<file path="config.mk">
export PLATFORM = sky130hd
export DESIGN_NAME = owlog_ctrl
export DESIGN_NICKNAME = d
export VERILOG_FILES = /design/src/owlog_pkg.sv /design/src/owlog_ctrl.sv
export SDC_FILE = /design/constraint.sdc
export NUM_CORES = 1
export LEC_CHECK = 0
export ABC_AREA = 1
export BUFFER_PORTS_ARGS = -buffer_cell sky130_fd_sc_hd__buf_4
export CAP_MARGIN = 25
export CORE_AREA = 5 5 42 44
export DETAILED_ROUTE_END_ITERATION = 8
export DIE_AREA = 0 0 47 49
export PLACE_DENSITY_LB_ADDON = 0.1
export SLEW_MARGIN = 20
export SYNTH_ARGS = -nofsm -noshare
export SYNTH_HDL_FRONTEND = slang
export SYNTH_SLANG_ARGS = --single-unit
</file>
<file path="constraint.sdc">
create_clock -name clk_i -period 1 [get_ports clk_i]
set_input_delay 0.05 -clock clk_i [delete_from_list [all_inputs] [get_ports clk_i]]
set_output_delay 0.05 -clock clk_i [all_outputs]
set_load 0.01 [all_outputs]
</file>
<file path="src/owlog_pkg.sv">
package owlog_pkg;

  localparam int unsigned CAPACITY = 1024;

  // operation codes
  localparam logic [2:0] OP_WRITE    = 3'd0;
  localparam logic [2:0] OP_LOOKUP   = 3'd1;
  localparam logic [2:0] OP_QSTART   = 3'd2;
  localparam logic [2:0] OP_QNEXT    = 3'd3;
  localparam logic [2:0] OP_READ_POS = 3'd4;

  // configuration register indexes
  localparam logic [2:0] CFG_TIME_LO = 3'd0;
  localparam logic [2:0] CFG_TIME_HI = 3'd1;
  localparam logic [2:0] CFG_SEV_LO  = 3'd2;
  localparam logic [2:0] CFG_SEV_HI  = 3'd3;
  localparam logic [2:0] CFG_LIMIT   = 3'd4;

  typedef struct packed {
    logic [2:0]  op;
    logic [63:0] entry_id;
    logic [63:0] entry_time;
    logic [7:0]  entry_severity;
    logic [63:0] entry_payload;
    logic [9:0]  position;
  } in_item_t;

  typedef struct packed {
    logic        status;
    logic [63:0] out_id;
    logic [63:0] out_time;
    logic [7:0]  out_severity;
    logic [63:0] out_payload;
    logic [10:0] stored_count;
    logic [63:0] oldest_id;
    logic [63:0] newest_id;
    logic [63:0] written_total;
    logic [10:0] matches_so_far;
  } out_item_t;

  typedef struct packed {
    logic [63:0] id;
    logic [63:0] tstamp;
    logic [7:0]  sev;
    logic [63:0] payload;
  } entry_t;

  typedef enum logic [2:0] {
    S_IDLE,
    S_DISPATCH,
    S_SCAN,
    S_POS_TAKE,
    S_TAIL_RD,
    S_TAIL_TAKE,
    S_FIN
  } state_e;

  typedef struct packed {
    logic cap_item;
    logic do_write;
    logic q_clear;
    logic scan_init;
    logic scan_issue;
    logic scan_hit;
    logic scan_miss;
    logic pos_issue;
    logic entry_take;
    logic tail_issue;
    logic oldest_take;
    logic out_load;
  } cmd_t;

  typedef struct packed {
    logic [2:0] op;
    logic       pend;
    logic       hit;
    logic       more;
    logic       reached;
    logic       pos_ok;
  } stat_t;

endpackage

</file>
<file path="src/owlog_ctrl.sv">
module owlog_ctrl (
  input  logic             clk_i,
  input  logic             rst_ni,
  input  logic             in_valid_i,
  output logic             in_stall_o,
  output logic             out_valid_o,
  input  logic             out_stall_i,
  input  owlog_pkg::stat_t stat_i,
  output owlog_pkg::cmd_t  cmd_o
);

  owlog_pkg::state_e state_q, state_d;
  logic out_valid_q, out_valid_d, out_free;

  assign out_free = !out_valid_q || !out_stall_i;

  // next state
  always_comb begin
    state_d = state_q;
    unique case (state_q)
      owlog_pkg::S_IDLE: begin
        if (in_valid_i) state_d = owlog_pkg::S_DISPATCH;
      end
      owlog_pkg::S_DISPATCH: begin
        case (stat_i.op)
          owlog_pkg::OP_WRITE:    state_d = owlog_pkg::S_TAIL_RD;
          owlog_pkg::OP_LOOKUP:   state_d = owlog_pkg::S_SCAN;
          owlog_pkg::OP_QSTART:   state_d = owlog_pkg::S_SCAN;
          owlog_pkg::OP_QNEXT:    state_d = stat_i.reached ? owlog_pkg::S_FIN
                                                           : owlog_pkg::S_SCAN;
          owlog_pkg::OP_READ_POS: state_d = stat_i.pos_ok ? owlog_pkg::S_POS_TAKE
                                                          : owlog_pkg::S_FIN;
          default:                state_d = owlog_pkg::S_FIN;
        endcase
      end
      owlog_pkg::S_SCAN: begin
        if (stat_i.pend && stat_i.hit) state_d = owlog_pkg::S_FIN;
        else if (!stat_i.more && !stat_i.pend) state_d = owlog_pkg::S_FIN;
      end
      owlog_pkg::S_POS_TAKE:  state_d = owlog_pkg::S_FIN;
      owlog_pkg::S_TAIL_RD:   state_d = owlog_pkg::S_TAIL_TAKE;
      owlog_pkg::S_TAIL_TAKE: state_d = owlog_pkg::S_FIN;
      owlog_pkg::S_FIN: begin
        if (out_free) state_d = owlog_pkg::S_IDLE;
      end
      default: state_d = owlog_pkg::S_IDLE;
    endcase
  end

  // commands
  always_comb begin
    cmd_o       = '0;
    out_valid_d = out_valid_q && out_stall_i;
    unique case (state_q)
      owlog_pkg::S_IDLE: cmd_o.cap_item = in_valid_i;
      owlog_pkg::S_DISPATCH: begin
        case (stat_i.op)
          owlog_pkg::OP_WRITE: cmd_o.do_write = 1'b1;
          owlog_pkg::OP_LOOKUP: cmd_o.scan_init = 1'b1;
          owlog_pkg::OP_QSTART: begin
            cmd_o.q_clear   = 1'b1;
            cmd_o.scan_init = 1'b1;
          end
          owlog_pkg::OP_QNEXT: cmd_o.scan_init = !stat_i.reached;
          owlog_pkg::OP_READ_POS: cmd_o.pos_issue = stat_i.pos_ok;
          default: ;
        endcase
      end
      owlog_pkg::S_SCAN: begin
        if (stat_i.pend && stat_i.hit) cmd_o.scan_hit = 1'b1;
        else if (stat_i.more) cmd_o.scan_issue = 1'b1;
        else if (!stat_i.pend) cmd_o.scan_miss = 1'b1;
      end
      owlog_pkg::S_POS_TAKE:  cmd_o.entry_take = 1'b1;
      owlog_pkg::S_TAIL_RD:   cmd_o.tail_issue = 1'b1;
      owlog_pkg::S_TAIL_TAKE: cmd_o.oldest_take = 1'b1;
      owlog_pkg::S_FIN: begin
        if (out_free) begin
          cmd_o.out_load = 1'b1;
          out_valid_d    = 1'b1;
        end
      end
      default: ;
    endcase
  end

  always_ff @(posedge clk_i or negedge rst_ni) begin
    if (!rst_ni) begin
      state_q     <= owlog_pkg::S_IDLE;
      out_valid_q <= 1'b0;
    end else begin
      state_q     <= state_d;
      out_valid_q <= out_valid_d;
    end
  end

  assign in_stall_o  = (state_q != owlog_pkg::S_IDLE);
  assign out_valid_o = out_valid_q;

  // sequencing checks
  a_fin_wait: assert property (@(posedge clk_i) disable iff (!rst_ni)
    (state_q == owlog_pkg::S_FIN && out_valid_q && out_stall_i) |=>
      state_q == owlog_pkg::S_FIN)
    else $error("result overwrote a stalled item");
  a_load_valid: assert property (@(posedge clk_i) disable iff (!rst_ni)
    cmd_o.out_load |=> out_valid_q)
    else $error("loaded result not shown");
  a_one_take: assert property (@(posedge clk_i) disable iff (!rst_ni)
    $onehot0({cmd_o.scan_hit, cmd_o.scan_issue, cmd_o.scan_miss}))
    else $error("conflicting scan commands");

endmodule

</file>
==> summary.txt <==
Clock network
  – Clock root cell: clkbuf_4
  – Worst-path clk slew: 40 ps
  – H-tree levels: 1
  – Worst-Skew Late Latency: 230 ps
  – Inserted Clock Buffers: 3
  – Clk sinks: 4
  – TritonCTS clock tree: yes
  – Clock buffer depth: 2

Pwr
  – Power Dens Cells: 2570 nW/um2
  – Power, Total: 2.04 mW
  – Peak supply drop: 0.00151 V
  – Pleak: 0.463 nW

Die
  – Ports: 26
  – Die span in y: 49 um
  – Chip width: 47 um
  – Core Box Area: 1400 um2
  – DIE AREA: 2300 um2
  – Cell row count: 14
  – Initial core utilization: 0.277

Drt
  – DRT Wirelength: 1240 um
  – Vias/cell: 4.35
  – Via count: 522
  – Pre-Repair DR Iteration Count: 3
  – Drt drc: 0
  – DRT iter0 DRCs: 6
  – Wirelength per Cell: 10.4 um
  – Antenna Nets Post-Route: 0

Cells and area
  – Area of the multi-input gates: 310 um2
  – Net count, final: 118
  – Antenna fix cells: 0
  – Design Area, Final: 795 um2
  – Layout cells sized above 1: 0.587
  – Area Growth Syn to Fin: 105%
  – Fin cells: 120
  – Fill cells: 131
  – FF/Latch Area: 103 um2

STA
  – Final Critical Period: 1250 ps
  – Final period util: 1.25
  – Max-slew violations: 0
  – Hold slack: 50.4 ps
  – Setup Skew: 6.61 ps
  – Total Neg Setup Slack: -3180 ps
  – Highest clock rate: 798 MHz
  – Worst Max-Slew Pin Slew: 216 ps
  – Endpoints failing setup: 16
  – RSZ-0062 raised after global routing: true
  – Max-slew headroom: 0.855
  – Final hold violation count: 0
  – Setup WS post-layout: -252 ps

Synth
  – #FFs+latches synth: 4
  – Mapped Area: 388 um2
  – Adder-Cell Fraction of Synth Area: 0
  – Synth Area in Simple Gates: 0.568
  – Seq/Total Area, Yosys: 0.258
  – Synthesized instance count: 64
  – Top-area cell type share of the netlist area: 0.258
  – Main combinational cell family by area after synthesis: simple AND/OR/NAND/NOR gates
  – Compound-gate portion of the synthesized area: 0.0581
  – Yosys warns: 0
  – Mux contribution to synthesized area: 0
  – Distinct cells, synth: 16
  – Syn nets: 76
  – Syn_area_per_cell: 6.06 um2
  – Top post-synthesis cells by area: dfrtp_1 (26%), nand2_1 (15%), nor2_1 (11%), inv_1 (9.7%), nand3_1 (6.5%)
  – Leading area contributor after synthesis: dfrtp_1
  – XOR/XNOR Fraction of Synth Area: 0

Setup path
  – Critical Path RT: 950 ps
  – Worst Setup End Kind: output pin
  – Critical path arrival: 1200 ps
  – Worst Setup Start Kind: flop
  – Worst-path fanout max: 5
  – Crit Path Category: reg -> out

Min path
  – Worst min-delay path class: in -> reg

Run status
  – Failing checks: negative setup slack
  – Status: finished with violations

Placed design
  – Placed instance area: 646 um2
  – RePlAce Congestion: 0.720
  – Post-DP HPWL: 999 um
  – Number of I/O port buffers: 25
  – Post-placement cell count: 111

Global route
  – First-pass GRT wire length: 2050 um
  – Number of global-route vias before repair: 490
  – Total GRT Usage: 0.114
  – Largest net degree at the start of global routing: 6
  – Antenna violations before repair: 0
  – Gr ovfl total: 0

Job
  – Max-Cap Viols: 0
-- layout by cell type, fill, tap and decap left out, drive strengths merged --
master and n:
nor3 2, nand3 6, o21ai 2, nor2 17, dfrtp 4, o21a 1, nor4 1, a21oi 1
dlygate4sd3 1, inv 12, buf 36, clkbuf 3, nand2 18
-- timing repair --
action / CTS / global route
gates cloned: 0 / 0
pin swaps: 2 / 1
endpoints found under the setup margin: 16 / 16
hold endpoints to repair: 4 / 0
gates resized for setup: 14 / 5
buffers inserted: 3 / 2
hold buffers: 1 / 0
-- through the flow --
stage | worst slack (ps) | utilization
3_5_place_dp | -108 | 0.461
5_1_grt | -320 | 0.567
2_1_floorplan | -78.1 | -
6_report | -252 | 0.567
4_1_cts | -264 | 0.541
3_3_place_gp | -94.8 | 0.461
-- flip-flops by register name, indices dropped and copies added (netlist names) --
name,flops
out_valid_o,1
state_q,3
-- synthesized netlist by cell type, drive strengths merged --
| cell | count |
|---|---|
| nor2 | 17 |
| nand2 | 18 |
| nor4 | 1 |
| dfrtp | 4 |
| nand3 | 6 |
| o21a | 1 |
| inv | 12 |
| o21ai | 2 |
| nor3 | 2 |
| a21oi | 1 |
-- final timing paths --
| kind | slack, ps | cells past startpoint | end | start |
|---|---|---|---|---|
| hold / removal | 50 | 3 | out_valid_o | out_stall_i |
| min in group asynchronous | 160 | 2 | state_q[2] | rst_ni |
| hold reg to reg | 490 | 2 | out_valid_o | out_valid_o |
| max in group asynchronous | 720 | 2 | state_q[0] | rst_ni |
| setup reg to reg | -200 | 7 | state_q[0] | state_q[1] |
| setup / recovery | -250 | 4 | cmd_o[9] | state_q[2] |
-- area by class of cell --
type	instances	area share
clock buffer	3	0.0283
timing repair buffer	37	0.367
sequential	4	0.129
inverter	12	0.0598
tap	16	0.0252
multi-input combinational	48	0.391
-- kinds of logic (layout without fill, tap and decap cells) --
logic type / count (synthesis) / in the layout
buffers and inverters: 12 / 52
AND/OR/NAND/NOR: 44 / 44
flip-flops: 4 / 4
AO/OA/AOI/OAI: 4 / 4
-- per-layer routing --
layer	vias up	track usage	wire length, um
met2	12	0.199	717
met4	0	0.0415	0
met5	-	0	0
met3	0	0.00738	74
met1	230	0.139	452
li1	280	-	-
-- critical path, cell delays in order, from the launching register on --
cell     delay [ps]
dfrtp_1         410
nor2_4          170
nand2_4         100
nor4_4          140
buf_4           160
-- power by group --
group / switching (mW) / internal, mW / leakage [nW]
registers: 0.109 / 0.253 / 0.0476
logic: 0.754 / 0.734 / 0.401
clock network: 0.0610 / 0.134 / 0.0138
total: 0.923 / 1.12 / 0.463
Power figures use the tool's default switching activity.
